<file path="src/design/lpgc_pkg.sv">
package lpgc_pkg;

    localparam int CELL_SIZE    = 488;
    localparam int CORDIC_STEPS = 16;
    localparam int ATAN_ENTRIES = 24;
    localparam int NSTEP = (CORDIC_STEPS < ATAN_ENTRIES) ? CORDIC_STEPS : ATAN_ENTRIES;

    localparam logic [14:0] ANGLE_FULL    = 15'd23040;
    localparam logic [14:0] ANGLE_QUARTER = 15'd5760;

    // CORDIC datapath: Q30 magnitudes stay below 2^31
    localparam int CW = 33;
    // angle accumulator, degrees * 2^22
    localparam int ZW = 30;

    localparam logic signed [CW-1:0] CORDIC_X0 = CW'(652032874);

    localparam logic signed [17:0] OUT_MAX = 18'sd131071;
    localparam logic signed [17:0] OUT_MIN = -18'sd131072;

    localparam logic [2:0] REG_POS_X  = 3'd0;
    localparam logic [2:0] REG_POS_Y  = 3'd1;
    localparam logic [2:0] REG_OFF_X  = 3'd2;
    localparam logic [2:0] REG_OFF_Y  = 3'd3;
    localparam logic [2:0] REG_B1_COL = 3'd4;
    localparam logic [2:0] REG_B1_ROW = 3'd5;
    localparam logic [2:0] REG_B2_COL = 3'd6;
    localparam logic [2:0] REG_B2_ROW = 3'd7;

    localparam logic [1:0] HIT_NONE   = 2'd0;
    localparam logic [1:0] HIT_FIRST  = 2'd1;
    localparam logic [1:0] HIT_SECOND = 2'd2;

    function automatic logic signed [ZW-1:0] atan_val(input int i);
        logic signed [ZW-1:0] v;
        case (i)
            0:  v = ZW'(188743680);
            1:  v = ZW'(111421900);
            2:  v = ZW'(58872272);
            3:  v = ZW'(29884485);
            4:  v = ZW'(15000234);
            5:  v = ZW'(7507429);
            6:  v = ZW'(3754631);
            7:  v = ZW'(1877430);
            8:  v = ZW'(938729);
            9:  v = ZW'(469366);
            10: v = ZW'(234683);
            11: v = ZW'(117342);
            12: v = ZW'(58671);
            13: v = ZW'(29335);
            14: v = ZW'(14668);
            15: v = ZW'(7334);
            16: v = ZW'(3667);
            17: v = ZW'(1833);
            18: v = ZW'(917);
            19: v = ZW'(458);
            20: v = ZW'(229);
            21: v = ZW'(115);
            22: v = ZW'(57);
            23: v = ZW'(29);
            default: v = '0;
        endcase
        return v;
    endfunction

endpackage

</file>
<file path="src/design/lpgc_cordic.sv">
module lpgc_cordic
    import lpgc_pkg::*;
(
    input  logic                 clk,
    input  logic                 rst_n,
    input  logic                 in_valid,
    input  logic [14:0]          in_angle,
    input  logic [15:0]          in_range,
    output logic                 out_valid,
    output logic signed [CW-1:0] out_cos,
    output logic signed [CW-1:0] out_sin,
    output logic [15:0]          out_range
);

    // stage 0: wrap and quadrant split
    logic        v0_reg;
    logic [12:0] r0_reg;
    logic [1:0]  q0_reg;
    logic [15:0] g0_reg;
    logic [14:0] a_w;
    logic [1:0]  q_w;
    logic [14:0] r_w;

    always_comb
    begin
        a_w = (in_angle >= ANGLE_FULL) ? (in_angle - ANGLE_FULL) : in_angle;
        if (a_w >= 15'(3 * 5760))
        begin
            q_w = 2'd3;
            r_w = a_w - 15'(3 * 5760);
        end
        else if (a_w >= 15'(2 * 5760))
        begin
            q_w = 2'd2;
            r_w = a_w - 15'(2 * 5760);
        end
        else if (a_w >= ANGLE_QUARTER)
        begin
            q_w = 2'd1;
            r_w = a_w - ANGLE_QUARTER;
        end
        else
        begin
            q_w = 2'd0;
            r_w = a_w;
        end
    end

    always_ff @(posedge clk or negedge rst_n)
    begin
        if (!rst_n)
            v0_reg <= 1'b0;
        else
            v0_reg <= in_valid;
    end

    always_ff @(posedge clk)
    begin
        r0_reg <= r_w[12:0];
        q0_reg <= q_w;
        g0_reg <= in_range;
    end

    // iteration stages, one per step
    logic                 v_reg [NSTEP+1];
    logic signed [CW-1:0] x_reg [NSTEP+1];
    logic signed [CW-1:0] y_reg [NSTEP+1];
    logic signed [ZW-1:0] z_reg [NSTEP+1];
    logic [1:0]           q_reg [NSTEP+1];
    logic [15:0]          g_reg [NSTEP+1];

    always_comb
    begin
        v_reg[0] = v0_reg;
        x_reg[0] = CORDIC_X0;
        y_reg[0] = '0;
        z_reg[0] = ZW'({r0_reg, 16'd0});
        q_reg[0] = q0_reg;
        g_reg[0] = g0_reg;
    end

    for (genvar i = 0; i < NSTEP; i++)
    begin : g_step
        logic signed [CW-1:0] dx;
        logic signed [CW-1:0] dy;
        assign dx = x_reg[i] >>> i;
        assign dy = y_reg[i] >>> i;

        always_ff @(posedge clk or negedge rst_n)
        begin
            if (!rst_n)
                v_reg[i+1] <= 1'b0;
            else
                v_reg[i+1] <= v_reg[i];
        end

        always_ff @(posedge clk)
        begin
            if (!z_reg[i][ZW-1])
            begin
                x_reg[i+1] <= x_reg[i] - dy;
                y_reg[i+1] <= y_reg[i] + dx;
                z_reg[i+1] <= z_reg[i] - atan_val(i);
            end
            else
            begin
                x_reg[i+1] <= x_reg[i] + dy;
                y_reg[i+1] <= y_reg[i] - dx;
                z_reg[i+1] <= z_reg[i] + atan_val(i);
            end
            q_reg[i+1] <= q_reg[i];
            g_reg[i+1] <= g_reg[i];
        end
    end

    // quadrant rotation
    always_ff @(posedge clk or negedge rst_n)
    begin
        if (!rst_n)
            out_valid <= 1'b0;
        else
            out_valid <= v_reg[NSTEP];
    end

    always_ff @(posedge clk)
    begin
        out_range <= g_reg[NSTEP];
        case (q_reg[NSTEP])
            2'd0:
            begin
                out_cos <= x_reg[NSTEP];
                out_sin <= y_reg[NSTEP];
            end
            2'd1:
            begin
                out_cos <= -y_reg[NSTEP];
                out_sin <= x_reg[NSTEP];
            end
            2'd2:
            begin
                out_cos <= -x_reg[NSTEP];
                out_sin <= -y_reg[NSTEP];
            end
            default:
            begin
                out_cos <= y_reg[NSTEP];
                out_sin <= -x_reg[NSTEP];
            end
        endcase
    end

endmodule

</file>
<file path="config.mk">
export PLATFORM = sky130hd
export DESIGN_NAME = lpgc_cordic
export DESIGN_NICKNAME = d
export VERILOG_FILES = /design/src/design/lpgc_pkg.sv /design/src/design/lpgc_cordic.sv
export SDC_FILE = /design/constraint.sdc
export NUM_CORES = 2
export LEC_CHECK = 0
export BUFFER_PORTS_ARGS = -buffer_cell sky130_fd_sc_hd__buf_2
export CORE_UTILIZATION = 64
export CTS_BUF_LIST = sky130_fd_sc_hd__clkbuf_8
export CTS_CLUSTER_SIZE = 24
export DETAILED_ROUTE_END_ITERATION = 8
export PLACE_DENSITY_LB_ADDON = 0.1
export SYNTH_ARGS = -nofsm -noshare
export SYNTH_HDL_FRONTEND = slang
export SYNTH_SLANG_ARGS = --single-unit
export TNS_END_PERCENT = 20
</file>
<file path="constraint.sdc">
create_clock -name clk -period 4.85 [get_ports clk]
set_clock_uncertainty 0.05 [all_clocks]
set_input_delay 0.2425 -clock clk [delete_from_list [all_inputs] [get_ports clk]]
set_output_delay 0.2425 -clock clk [all_outputs]
set_load 0.005 [all_outputs]
</file>
==> reports/qor.txt <==
wire per inst - 18.6 um
Setup CP Type - flop to flop
total global routing overflow - 0
Synthesized Nets - 13.3k
P&R area growth vs syn - 10.3%
r2r startpoint - g_step[14].dy[0]
post-route minimum period - 4.68 ns
top_reg_cell synth - dfxtp_1
clock-pin slew of the registers on the worst-case setup and hold paths - 0.06 ns
Tcrit/Tclk final - 0.965
worst reg2reg endpoint - g_step[15].dx[14]
CP most frequent cell - o21ai_0
HP Class - flop to flop
EDFF count, synth - 0
most common cell in the netlist - dfxtp_1
Slowest-stage cell, CP - a2111o_1
post-synthesis mux area share - 0.0113
Synth Area in Compound Gates - 0.205
share of cells above drive strength 1 - 0.0731
Startpoint Class - flop
FF-to-FF setup slack - 0.17 ns
Max Root-Sink Buffers - 4
die width - 408 um
WP buf/inv - 2
Detail Placement HPWL - 217000 um
Critical Path Fanout Max - 5
Syn Area/Cell - 8.80 sq um
Vias per Instance - 5.96
CTS tree - yes
asr flop ratio synth - 0.0105
relative slew slack - 0.236
WP data required - 5.71 ns
setup bufs post-CTS - 0
worst-path cell chain - inv_1 > ha_1 > nand2_1 > nor3_1 > nand2b_1 > nor4b_2 > buf_4 > a21oi_1 > xor2_1 > ha_1 > a21o_1 > a21o_1 > a211oi_1 > nand2_1 > o21ai_0 > o21ai_0 > a21oi_1 > o21ai_0 > a2111o_1 > and3_1
Port-buffer cells - 116
number of cells on the critical path - 20
Yosys cell types - 93
Largest stage delay, worst path - 0.43 ns
max-slew violations - 0
Final WS setup - 0.171 ns
post-synth top area cell - dfxtp_1
nature of the critical path endpoint - flop
final instance area - 117000 sq um
largest net degree at the start of global routing - 104
largest family of logic cells by synthesized area - compound AO/OA/AOI/OAI gates
Syn. warnings - 0
die height - 408 um
initial antenna violation count - 12
Syn Inst Count - 12.0k
# DRC - 0
Final Hold Fails - 0
RSZ-0062 raised after global routing - true
placed cell area - 110000 sq um
total wire length - 275000 um
core box area - 163000 sq um
WP data arrival - 5.54 ns
Initial DRT Pass Iterations - 6
Root Driver - clkbuf_8
ranking of synthesized cells by area - dfxtp_1 32%, ha_1 15%, xnor2_1 9.2%
area fraction of the dominant cell type after synthesis - 0.320
Worst Setup SP - g_step[14].dy[0]
Mapped Area - 106000 sq um
Reg2Reg Depth - 20
Initial Util - 0.647
Site Rows - 148
vias in the first global route - 84.2k
XOR/XNOR Fraction of Synth Area - 0.141
actual slew at the worst max-slew pin - 1.15 ns
GR Util All Layers - 0.318
Die Area - 167000 sq um
GP Congestion - 0.997
Detail Route Antenna Nets - 0
MaxCap Viol Count - 0
Worst Setup EP - g_step[15].dx[14]
number of DRC markers after the initial detailed-route iteration - 6897
Peak Freq - 214 MHz
total clock sinks - 1707
outcome - complete, no violations
sequential fraction of the synthesis area - 0.324
Skew-Pair Late Insertion Delay - 1.05 ns
first-pass GRT wire length - 438000 um
Largest delay share family, worst path - compound AO/OA/AOI/OAI gates
setup violators final - 0
Simple-Gate Fraction of Synth Area - 0.139
Setup WS pre-CTS - 0.00762 ns
via count - 88.5k
htree depth - 5
Final Net Count - 13.8k
# IOs - 117
Commonest cells post-synth - 1689 x dfxtp_1, 1266 x a21oi_1, 1248 x ha_1, 1105 x xnor2_1, 1077 x nor2_1
CTS Buf Count - 297
Yosys reg bits - 1707
Adder-Cell Fraction of Synth Area - 0.155
number of flip-flops in the largest register - 372
[metal layers]
| metal | up-vias | global-route usage | part of all wire |
|---|---|---|---|
| li1 | 43800 | - | - |
| met1 | 41400 | 0.433 | 0.46 |
| met2 | 2751 | 0.513 | 0.45 |
| met3 | 583 | 0.0483 | 0.065 |
| met4 | 4 | 0.110 | 0.031 |
| met5 | - | 0 | 0.000080 |
[final cells by class]
| type | count | area [sq um] |
|---|---|---|
| multi-input cells | 9609 | 69100 |
| fillers | 12700 | 46800 |
| flip-flops and latches | 1707 | 34300 |
| clock buffers | 356 | 4900 |
| well taps | 2175 | 2720 |
| repair buffers | 362 | 2640 |
| inverters | 495 | 1860 |
| clock inverters | 140 | 1050 |
| diodes | 4 | 10.0 |
[kinds of logic (layout without fill, tap and decap cells)]
group	after synthesis	count (layout)
XOR/XNOR	1703	1703
multiplexers	111	111
adder cells (fa/ha/maj)	1288	1288
AO/OA/AOI/OAI	3439	3439
buffers and inverters	687	1353
other	0	4
AND/OR/NAND/NOR	3068	3068
flip-flops	1707	1707
[metrics by stage]
stage	hold WS [ns]	cells	util	TNS, ns
after detailed placement	0.157	14300	0.671	0
after CTS	0.129	14800	0.712	0
after floorplan	-0.103	12000	-	0
final	0.257	14800	0.714	0
after global placement	0.133	14300	0.671	0
after global routing	0.257	14800	0.714	-0.0741
[cells in the final DEF, fill, tap and decap left out, drive strengths merged, types with 96 or more instances in the layout]
cell type	instances
xnor2	1105
o21a	183
o21bai	165
nor3	293
a21oi	1266
inv	574
nand2b	168
nor2b	149
a211oi	105
buf	293
o21ai	556
nand2	600
xor2	598
a21o	546
clkbuf	356
nor2	1078
dfxtp	1689
and3	96
ha	1248
a31oi	123
nand3	194
[worst min path at each step]
stage               depth (start not counted)          to         from
floorplan                                   0   out_valid        rst_n
global placement                            1   v_reg[10]        rst_n
detailed placement                          1    v_reg[4]        rst_n
CTS                                         7   q0_reg[0]  in_angle[9]
global route                                0  g_reg[217]   g_reg[233]
finish                                      0  g_reg[217]   g_reg[233]
[timing repair]
action,CTS,global route
hold buffers,69,0
resized for setup,1,61
hold endpoints to repair,50,0
setup endpoints to repair,1,63
pin swaps,0,1
Power is left out: the tool's default activity adds up to more than one toggle a clock period on the data nets, which glitch-free logic cannot reach.
